[config.mk]
export PLATFORM = sky130hd
export DESIGN_NAME = rtc_calendar_alarm_flat
export DESIGN_NICKNAME = d
export VERILOG_FILES = /design/src/rtl/rca_pkg.sv /design/src/rtl/rca_req_if.sv /design/src/rtl/rca_rsp_if.sv /design/src/rtl/rca_step.sv /design/src/rtl/rtc_calendar_alarm.sv /design/src/flat_wrapper.sv
export SDC_FILE = /design/constraint.sdc
export NUM_CORES = 1
export LEC_CHECK = 0
export ABC_CLOCK_PERIOD_IN_PS = 14300
export BUFFER_PORTS_ARGS = -buffer_cell sky130_fd_sc_hd__buf_2
export CAP_MARGIN = 15
export CORE_UTILIZATION = 39
export DETAILED_ROUTE_END_ITERATION = 7
export GPL_TIMING_DRIVEN = 0
export PLACE_DENSITY_LB_ADDON = 0.1
export SLEW_MARGIN = 30
export SYNTH_ARGS = -nofsm -noshare
export SYNTH_HDL_FRONTEND = slang
export SYNTH_HIERARCHICAL = 1
export SYNTH_SLANG_ARGS = --single-unit
[constraint.sdc]
create_clock -name clock -period 14.3 [get_ports clock]
set_input_delay 2.86 -clock clock [delete_from_list [all_inputs] [get_ports clock]]
set_output_delay 2.86 -clock clock [all_outputs]
set_load 0.01 [all_outputs]
[src/rtl/rca_pkg.sv]
package rca_pkg;

   localparam int DAYS_PER_MONTH = 30;

   localparam int SEC_MAX     = 59;
   localparam int MIN_MAX     = 59;
   localparam int HOUR_MAX    = 23;
   localparam int MONTH_MAX   = 12;
   localparam int YEAR_MAX    = 99;
   localparam int WEEKDAY_MAX = 6;

   localparam logic [2:0] OP_TICK = 3'd0;
   localparam logic [2:0] OP_LOAD = 3'd1;
   localparam logic [2:0] OP_ON   = 3'd2;
   localparam logic [2:0] OP_OFF  = 3'd3;
   localparam logic [2:0] OP_ACK  = 3'd4;

   localparam logic CSR_ALARM_HOUR   = 1'b0;
   localparam logic CSR_ALARM_MINUTE = 1'b1;

   typedef struct packed {
      logic [2:0] operation;
      logic [5:0] load_second;
      logic [5:0] load_minute;
      logic [4:0] load_hour;
      logic [4:0] load_day;
      logic [3:0] load_month;
      logic [6:0] load_year;
      logic [2:0] load_weekday;
   } req_type;

   typedef struct packed {
      logic [5:0] second;
      logic [5:0] minute;
      logic [4:0] hour;
      logic [4:0] day;
      logic [3:0] month;
      logic [6:0] year;
      logic [2:0] weekday;
      logic       alarm_enabled;
      logic       alarm_ringing;
      logic       buzzer;
   } rsp_type;

   typedef struct packed {
      logic [5:0] second;
      logic [5:0] minute;
      logic [4:0] hour;
      logic [4:0] day;
      logic [3:0] month;
      logic [6:0] year;
      logic [2:0] weekday;
      logic       armed;
      logic       buzzer;
   } state_type;

   typedef struct packed {
      logic [4:0] hour;
      logic [5:0] minute;
   } alarm_type;

   localparam state_type STATE_RESET = '{
      second:  6'd45,
      minute:  6'd59,
      hour:    5'd1,
      day:     5'd1,
      month:   4'd1,
      year:    7'd20,
      weekday: 3'd0,
      armed:   1'b0,
      buzzer:  1'b0
   };

endpackage

[src/rtl/rca_req_if.sv]
interface rca_req_if;
   logic             valid;
   logic             ready;
   rca_pkg::req_type data;

   modport source (output valid, output data, input ready);
   modport sink (input valid, input data, output ready);
endinterface

[src/rtl/rca_rsp_if.sv]
interface rca_rsp_if;
   logic             valid;
   logic             ready;
   rca_pkg::rsp_type data;

   modport source (output valid, output data, input ready);
   modport sink (input valid, input data, output ready);
endinterface

[src/rtl/rca_step.sv]
module rca_step (
   input  rca_pkg::state_type cur,
   input  rca_pkg::req_type   req,
   input  rca_pkg::alarm_type alarm,
   output rca_pkg::state_type nxt,
   output rca_pkg::rsp_type   rsp
);

   logic [6:0] sec_inc;
   logic [6:0] min_inc;
   logic [5:0] hour_inc;
   logic [5:0] day_inc;
   logic [4:0] month_inc;
   logic [7:0] year_inc;
   logic       sec_wrap;
   logic       min_wrap;
   logic       hour_wrap;
   logic       day_wrap;
   logic       month_wrap;
   logic       year_wrap;
   logic       cur_match;
   logic       ring;

   assign sec_inc   = {1'b0, cur.second} + 7'd1;
   assign min_inc   = {1'b0, cur.minute} + 7'd1;
   assign hour_inc  = {1'b0, cur.hour} + 6'd1;
   assign day_inc   = {1'b0, cur.day} + 6'd1;
   assign month_inc = {1'b0, cur.month} + 5'd1;
   assign year_inc  = {1'b0, cur.year} + 8'd1;

   assign sec_wrap   = sec_inc > 7'(rca_pkg::SEC_MAX);
   assign min_wrap   = min_inc > 7'(rca_pkg::MIN_MAX);
   assign hour_wrap  = hour_inc > 6'(rca_pkg::HOUR_MAX);
   assign day_wrap   = day_inc > 6'(rca_pkg::DAYS_PER_MONTH);
   assign month_wrap = month_inc > 5'(rca_pkg::MONTH_MAX);
   assign year_wrap  = year_inc > 8'(rca_pkg::YEAR_MAX);

   assign cur_match = (cur.hour == alarm.hour) && (cur.minute == alarm.minute);

   always_comb begin
      nxt = cur;
      case (req.operation)
         rca_pkg::OP_TICK: begin
            nxt.second = sec_wrap ? 6'd0 : sec_inc[5:0];
            if (sec_wrap) begin
               nxt.minute = min_wrap ? 6'd0 : min_inc[5:0];
               if (min_wrap) begin
                  nxt.hour = hour_wrap ? 5'd0 : hour_inc[4:0];
                  if (hour_wrap) begin
                     nxt.weekday = (cur.weekday >= 3'(rca_pkg::WEEKDAY_MAX)) ?
                                   3'd0 : cur.weekday + 3'd1;
                     nxt.day = day_wrap ? 5'd1 : day_inc[4:0];
                     if (day_wrap) begin
                        nxt.month = month_wrap ? 4'd1 : month_inc[3:0];
                        if (month_wrap) begin
                           nxt.year = year_wrap ? 7'd0 : year_inc[6:0];
                        end
                     end
                  end
               end
            end
         end
         rca_pkg::OP_LOAD: begin
            nxt.second  = req.load_second;
            nxt.minute  = req.load_minute;
            nxt.hour    = req.load_hour;
            nxt.day     = req.load_day;
            nxt.month   = req.load_month;
            nxt.year    = req.load_year;
            nxt.weekday = req.load_weekday;
         end
         rca_pkg::OP_ON: begin
            nxt.armed = 1'b1;
         end
         rca_pkg::OP_OFF: begin
            nxt.armed = 1'b0;
         end
         rca_pkg::OP_ACK: begin
            if (cur_match) begin
               nxt.armed = 1'b0;
            end
         end
         default: ;
      endcase

      ring = nxt.armed && (nxt.hour == alarm.hour) && (nxt.minute == alarm.minute);
      if ((req.operation == rca_pkg::OP_TICK) && ring) begin
         nxt.buzzer = ~cur.buzzer;
      end
   end

   always_comb begin
      rsp.second        = nxt.second;
      rsp.minute        = nxt.minute;
      rsp.hour          = nxt.hour;
      rsp.day           = nxt.day;
      rsp.month         = nxt.month;
      rsp.year          = nxt.year;
      rsp.weekday       = nxt.weekday;
      rsp.alarm_enabled = nxt.armed;
      rsp.alarm_ringing = ring;
      rsp.buzzer        = nxt.buzzer;
   end

endmodule

[src/rtl/rtc_calendar_alarm.sv]
// real-time clock with 30-day calendar and alarm
//
// req_chan carries one operation per transfer: tick, load of time and date,
// alarm on, alarm off or acknowledge. each accepted request produces exactly
// one response on rsp_chan holding the clock state after that operation,
// the alarm enable, the ringing flag and the buzzer bit.
// each response goes to the output register, or to the skid entry if that
// is full; a request is taken every cycle the skid is empty, as the update
// is a short carry chain over small counters from state to response register.
// a two-entry output stage (response register plus skid) keeps req ready
// while one response waits; req_chan.ready drops only when both are full,
// so a stalled receiver holds back the sender after two responses.
// csr_we writes alarm hour (index 0) or alarm minute (index 1); write only
// while no response is outstanding.
// synchronous reset sets the clock to 01:59:45, day 1, month 1, year 20,
// weekday 0, alarm off, buzzer low, alarm time 00:00, and empties the output.
module rtc_calendar_alarm (
   input  logic            clock,
   input  logic            reset,
   input  logic            csr_we,
   input  logic            csr_index,
   input  logic [5:0]      csr_wdata,
   rca_req_if.sink         req_chan,
   rca_rsp_if.source       rsp_chan
);

   rca_pkg::state_type state_ff;
   rca_pkg::state_type state_in;
   rca_pkg::alarm_type alarm_ff;
   rca_pkg::rsp_type   step_rsp;
   rca_pkg::rsp_type   out_ff;
   rca_pkg::rsp_type   skid_ff;
   logic               out_valid_ff;
   logic               skid_valid_ff;
   logic               push;
   logic               pop;

   assign req_chan.ready = ~skid_valid_ff;
   assign push = req_chan.valid && req_chan.ready;
   assign pop  = out_valid_ff && rsp_chan.ready;

   assign rsp_chan.valid = out_valid_ff;
   assign rsp_chan.data  = out_ff;

   rca_step u_step (
      .cur   (state_ff),
      .req   (req_chan.data),
      .alarm (alarm_ff),
      .nxt   (state_in),
      .rsp   (step_rsp)
   );

   always_ff @(posedge clock) begin
      if (reset) begin
         state_ff <= rca_pkg::STATE_RESET;
      end else if (push) begin
         state_ff <= state_in;
      end
   end

   always_ff @(posedge clock) begin
      if (reset) begin
         alarm_ff <= '0;
      end else if (csr_we) begin
         unique case (csr_index)
            rca_pkg::CSR_ALARM_HOUR:   alarm_ff.hour   <= csr_wdata[4:0];
            rca_pkg::CSR_ALARM_MINUTE: alarm_ff.minute <= csr_wdata;
            default: ;
         endcase
      end
   end

   // output register plus skid entry
   always_ff @(posedge clock) begin
      if (reset) begin
         out_valid_ff  <= 1'b0;
         skid_valid_ff <= 1'b0;
      end else if (pop) begin
         if (skid_valid_ff) begin
            out_ff        <= skid_ff;
            skid_valid_ff <= 1'b0;
         end else begin
            out_ff       <= step_rsp;
            out_valid_ff <= push;
         end
      end else if (push) begin
         if (!out_valid_ff) begin
            out_ff       <= step_rsp;
            out_valid_ff <= 1'b1;
         end else begin
            skid_ff       <= step_rsp;
            skid_valid_ff <= 1'b1;
         end
      end
   end

   a_skid_behind_out: assert property (@(posedge clock) disable iff (reset)
      skid_valid_ff |-> out_valid_ff)
      else $error("skid entry holds a response while the output register is empty");

   a_state_hold: assert property (@(posedge clock) disable iff (reset)
      !push |=> $stable(state_ff))
      else $error("clock state changed without a request transfer");

   a_buzzer_tick_only: assert property (@(posedge clock) disable iff (reset)
      (push && (req_chan.data.operation != rca_pkg::OP_TICK))
      |=> (state_ff.buzzer == $past(state_ff.buzzer)))
      else $error("buzzer changed on an operation other than a tick");

   a_ring_needs_enable: assert property (@(posedge clock) disable iff (reset)
      out_valid_ff |-> (!out_ff.alarm_ringing || out_ff.alarm_enabled))
      else $error("response rings while the alarm is disabled");

endmodule
[src/flat_wrapper.sv]
// flat-port wrapper written by rule: the top's interface ports become plain ports
module rtc_calendar_alarm_flat 
  (clock, reset, csr_we, csr_index, csr_wdata, req_chan_valid, req_chan_data, req_chan_ready, rsp_chan_valid, rsp_chan_data, rsp_chan_ready);
  rca_req_if req_chan_i ();
  rca_rsp_if rsp_chan_i ();
  input  logic clock;
  input  logic reset;
  input  logic csr_we;
  input  logic csr_index;
  input  logic [5:0] csr_wdata;
  input wire logic [$bits(req_chan_i.valid)-1:0] req_chan_valid;
  input wire logic [$bits(req_chan_i.data)-1:0] req_chan_data;
  output wire logic [$bits(req_chan_i.ready)-1:0] req_chan_ready;
  output wire logic [$bits(rsp_chan_i.valid)-1:0] rsp_chan_valid;
  output wire logic [$bits(rsp_chan_i.data)-1:0] rsp_chan_data;
  input wire logic [$bits(rsp_chan_i.ready)-1:0] rsp_chan_ready;
  assign req_chan_i.valid = req_chan_valid;
  assign req_chan_i.data = req_chan_data;
  assign req_chan_ready = req_chan_i.ready;
  assign rsp_chan_valid = rsp_chan_i.valid;
  assign rsp_chan_data = rsp_chan_i.data;
  assign rsp_chan_i.ready = rsp_chan_ready;
  rtc_calendar_alarm u_core (.clock(clock), .reset(reset), .csr_we(csr_we), .csr_index(csr_index), .csr_wdata(csr_wdata), .req_chan(req_chan_i), .rsp_chan(rsp_chan_i));
endmodule
After elaboration in Yosys (flattened, before gate mapping)
Cells that the tools add are included.

Bits in registers: 129. Bits of input ports: 51. Output and inout port bits: 41. Logic and storage cells: 100.

$add $sub $neg: 7. Order comparisons: 7. Eq/ne operators: 10. Muxes and demuxes: 23. Bitwise operators: 5. Reduce and logical (&&, ||, !) cells: 15.

Operators by type and width (number): two-way mux 39 bit (4); one-hot mux 36 bit (2 select lines) (1); two-way mux 30 bit (1); two-way mux 24 bit (1); two-way mux 19 bit (1); adder 6 x 1 -> 7 bit, second input constant (2); > comparator 7 x 6 -> 1 bit, second input constant (2); two-way mux 7 bit (2); adder 5 x 1 -> 6 bit, second input constant (2); equality test 6 bit (2); > comparator 6 x 5 -> 1 bit, second input constant (2); two-way mux 6 bit (2); two-way mux 11 bit (1); equality test 5 bit (2); two-way mux 5 bit (2); adder 7 x 1 -> 8 bit, second input constant (1); > comparator 8 x 7 -> 1 bit, second input constant (1); AND reduction 2 bit (4); equality test 3 x 2 -> 1 bit, second input constant (2); logical AND 1 bit (6); adder 4 x 1 -> 5 bit, second input constant (1); > comparator 5 x 4 -> 1 bit, second input constant (1); two-way mux 1 bit (5); inverter 1 bit (5); 13 further kinds (14).

Depth between registers and ports, before layout
Depth after elaboration: 17. Depth in mapped cells: 17. Depth with buffers taken out: 14.

By module
The synthesis kept the hierarchy.

Modules (own cells, without submodules): rtc_calendar_alarm (times used 1, cells each 345, area an instance 4687.0 µm², sequential area each 3363.2 µm²); rca_step (times used 1, cells each 441, area an instance 2786.4 µm², sequential area each 0.0 µm²).

Worst setup path after synthesis
OpenSTA, ideal clock, no wires.

Path type: input-to-reg. From: input reset. To: register u_core/skid_ff[0] in the netlist's numbering (enable). Setup time: 0.537 ns. Arrival time: 6.785 ns. Data required time: 13.763 ns. Slack: 6.979 ns. Stages: 2. Buffers on the path: 1. Path through: clkbuf_1 nor4_1.

Cells in the longest elaborated chain, start to end: 2.

RTL lines: from (decl) (RTL line flat_wrapper.sv:7) `input logic reset;`; inverter 1 bit (no line); AND reduction 4 bit (no line); to (signal assigned) (RTL line rtc_calendar_alarm.sv:91) `skid_ff <= step_rsp;`; to (decl) (RTL line rtc_calendar_alarm.sv:32) `rca_pkg::rsp_type skid_ff;`.

No other way between the ends. A chain may end at the register's enable or synchronous reset.

==> results.md <==
* Status: finished clean
* Reg2reg end: u_core/rsp_chan.data[0]$_DFFE_PP_
* # Max-Cap Violations at 0
* Dpl ws at 7.76 ns
* R2R Setup Slk at 9.91 ns
* Crit path largest cell delay at 0.63 ns
* Req. time, crit path at 14.46 ns
* Largest cells by area after synthesis: edfxtp_1 31%, dfxtp_1 14%, nand2_1 5.9%, mux2_2 4.5%, buf_4 4.1%
* Final count of hold timing violations at 0
* Layout Utilization at 0.469
* CTS sink cnt at 129
* TritonRoute pass-1 iters at 6
* Worst EP arrival at 6.43 ns
* YS warnings at 6
* Top cell type by total area after synthesis: edfxtp_1
* Post-synth cell types at 70
* FP Rows at 50
* Share of layout cells above drive strength 1 at 0.253
* Rel. slew slack at 0.379
* Syn Inst Count at 786
* Finish-stage setup viols at 0
* I/O pin count at 92
* Clk pin slew, worst setup/hold paths at 0.06 ns
* Bufs and invs on worst path at 4
* Total Power at 963 uW
* Die area at 19,700 um2
* Grt ovf at 0
* Num CTS Buffers at 17
* Crit. End Element: flip-flop
* Largest net degree at the start of global routing at 27
* ANT cells at 0
* CP most frequent cell: clkbuf_1
* Die W at 140 um
* Hold buffers post-CTS at 0
* Post-DR vias/cell at 5.66
* Fmax at 159 MHz
* Initial DRC count at 672
* Gr usage total at 0.218
* Setup ws final at 8.03 ns
* Post-Syn Area per Cell at 9.51 um2
* I/O Buffers at 88
* Synthesized flop and latch total at 129
* Final period util at 0.438
* Worst Setup Start Kind: input port
* Sequential element share of the synthesized area at 0.450
* Core area at 18,800 um2
* Top FF cell, synth: edfxtp_1
* Period minus WS final at 6.27 ns
* Worst Hold Class: reg2reg
* Starting Density at 0.398
* WL/cell at 18.8 um
* Crit-path max FO at 10
* H-tree lvl count at 4
* Vias in the first global route at 5,971
* R2R cell count at 15
* Area share of the largest cell type after synthesis at 0.313
* Residual DRC at 0
* Pins over their slew limit at 0
* Routed Antenna Nets at 0
* Fin Setup TNS at 0 ns
* Placement-stage cell area at 8280 um2
* CP Cell Sequence: buf_2, or2_2, clkbuf_1, nor2_1, clkbuf_1, a22oi_1, o311ai_1, xnor2_1, o2111ai_1, nor3_2, xor2_1, buf_4, mux2_2
* Post-synth ARST share at 0
* Post-cts gate resize count at 0
* Clk Latency, worst-skew pair at 0.42 ns
* Final nets at 966
* CP Class: in2reg
* Initial antenna violation count at 0
* Clock root buffer: clkbuf_16
* CTS tree: built
* Final Cell Area at 8800 um2
* Dpl hpwl at 15,700 um
* Post-CTS Setup Bufs at 0
* Crit path launch: req_chan_data[37]
* Worst Clk Skew at 0.00807 ns
* Gpl congestion at 0.863
* CP max-delay cell: clkbuf_1
* Worst Max-Slew Pin Slew at 0.917 ns
* Post-Syn Area at 7470 um2
* Leakage power total at 0.00346 uW
* Area added between synthesis and finish at 17.8%
* RSZ-0062 raised after global routing: no
* Most frequent cells in the layout: 118 x nand2_1, 111 x buf_2, 78 x edfxtp_1
* Peak VDD IR at 0.0942 mV
* Final wirelength at 21,500 um
* Die span in y at 140 um
* Syn_nets at 851
* Reg-to-Reg Start: u_core/state_ff[26]$_SDFFE_PP1P_
* Longest Clk Path Bufs at 2
* Power per cell area at 109 nW/um2
* Via count at 6,492
* Most common cell after layout, fill and taps aside: nand2_1
* Critical path endpoint: u_core/rsp_chan.data[0]$_DFFE_PP_
* Cell family with most CP delay: simple AND/OR/NAND/NOR gates
* Post-synth EDFFs at 78
* First-pass GRT wire length at 32,700 um
* CP Depth at 13
## how the worst min path moves through the flow
stage                                     startpoint                               end  slack (ns)  depth (start not counted)
finish              u_core/state_ff[28]$_SDFFE_PP0P_  u_core/state_ff[28]$_SDFFE_PP0P_        0.46                          2
global route        u_core/state_ff[18]$_SDFFE_PP0P_  u_core/state_ff[18]$_SDFFE_PP0P_        0.49                          2
CTS                 u_core/state_ff[28]$_SDFFE_PP0P_  u_core/state_ff[28]$_SDFFE_PP0P_        0.46                          2
detailed placement  u_core/state_ff[24]$_SDFFE_PP0P_  u_core/state_ff[24]$_SDFFE_PP0P_        0.45                          2
global placement    u_core/state_ff[28]$_SDFFE_PP0P_  u_core/state_ff[28]$_SDFFE_PP0P_        0.44                          2
floorplan           u_core/state_ff[35]$_SDFFE_PP1P_  u_core/state_ff[35]$_SDFFE_PP1P_        0.43                          2
## power breakdown
part | total [uW] | switching (uW) | internal (uW)
Sequential | 425 | 12.0 | 413
Combinational | 152 | 88.6 | 62.9
Clock | 386 | 165 | 221
Total | 963 | 266 | 697
## stage by stage
step           hold slack (ns)  std cells
6_report                 0.457       1148
5_1_grt                  0.486       1148
4_1_cts                  0.456       1148
3_5_place_dp             0.447       1116
3_3_place_gp             0.443       1108
2_1_floorplan            0.432        786
## metal layers
| metal | vias to the layer above | GRT usage | wire length [um] |
|---|---|---|---|
| met1 | 3126 | 0.310 | 10200 |
| met4 | 0 | 0.0659 | 314 |
| met3 | 29 | 0.0373 | 1270 |
| li1 | 3082 | - | - |
| met2 | 255 | 0.338 | 9720 |
| met5 | - | 0 | 0 |
## cells in the mapped netlist, types with 3 or more instances
| master | count |
|---|---|
| nand2_1 | 118 |
| edfxtp_1 | 78 |
| a21oi_1 | 61 |
| dfxtp_1 | 51 |
| nor2_1 | 42 |
| buf_4 | 41 |
| clkbuf_1 | 31 |
| mux2_2 | 30 |
| o21ai_0 | 29 |
| nand3_1 | 25 |
| inv_1 | 20 |
| nor3_1 | 19 |
| xnor2_1 | 19 |
| buf_2 | 16 |
| ha_1 | 14 |
| nand3b_1 | 14 |
| a22oi_1 | 12 |
| mux2i_1 | 12 |
| a31oi_1 | 11 |
| and3_1 | 11 |
| nand4_1 | 11 |
| mux2_4 | 10 |
| a221o_1 | 8 |
| nor4_1 | 8 |
| o22ai_1 | 7 |
| nor2b_1 | 5 |
| o21a_1 | 5 |
| xor2_1 | 5 |
| a22o_1 | 4 |
| and2_1 | 4 |
| nor3b_1 | 4 |
| o311ai_0 | 4 |
| a221oi_1 | 3 |
| and4_1 | 3 |
| nand2b_1 | 3 |
| o31ai_1 | 3 |
| or3_1 | 3 |
## kinds of logic after synthesis
kind of cell,after synthesis,synth area share
DFF,129,0.450
AOI/OAI and AO/OA,173,0.150
and+or+nand+nor,283,0.186
buffers and inverters,111,0.0810
muxes,52,0.0814
xor gates and xnor gates,24,0.0281
adders and majority gates,14,0.0234
## worst reg2reg max path: stages (launching register included)
cell and delay [ns]:
dfxtp_1 0.43, buf_2 0.28, inv_1 0.12, ha_1 0.35, nor2_1 0.14, o22ai_1 0.11
a21oi_1 0.27, nand3_1 0.26, nor2_1 0.56, o311ai_1 0.37, xnor2_1 0.25, o2111ai_1 0.23
nor3_2 0.24, xor2_1 0.10, buf_4 0.15, mux2_2 0.28
## flip-flops by register name (all words and copies together) (netlist names)
register / flops
u_core/rsp_chan.valid: 1
u_core/state_ff: 38
u_core/alarm_ff: 11
u_core/skid_ff: 39
u_core/rsp_chan.data: 39
u_core/skid_valid_ff: 1
## cell type report
type	count	area, um2
clock inverter	13	87.6
buffer	91	531
tap	234	293
timing repair buffer	96	503
fill	1820	9960
multi-input combinational	546	3520
sequential	129	3360
clock buffer	19	433
inverter	20	75.1
Note: power is estimated with default switching activity, not from simulation.
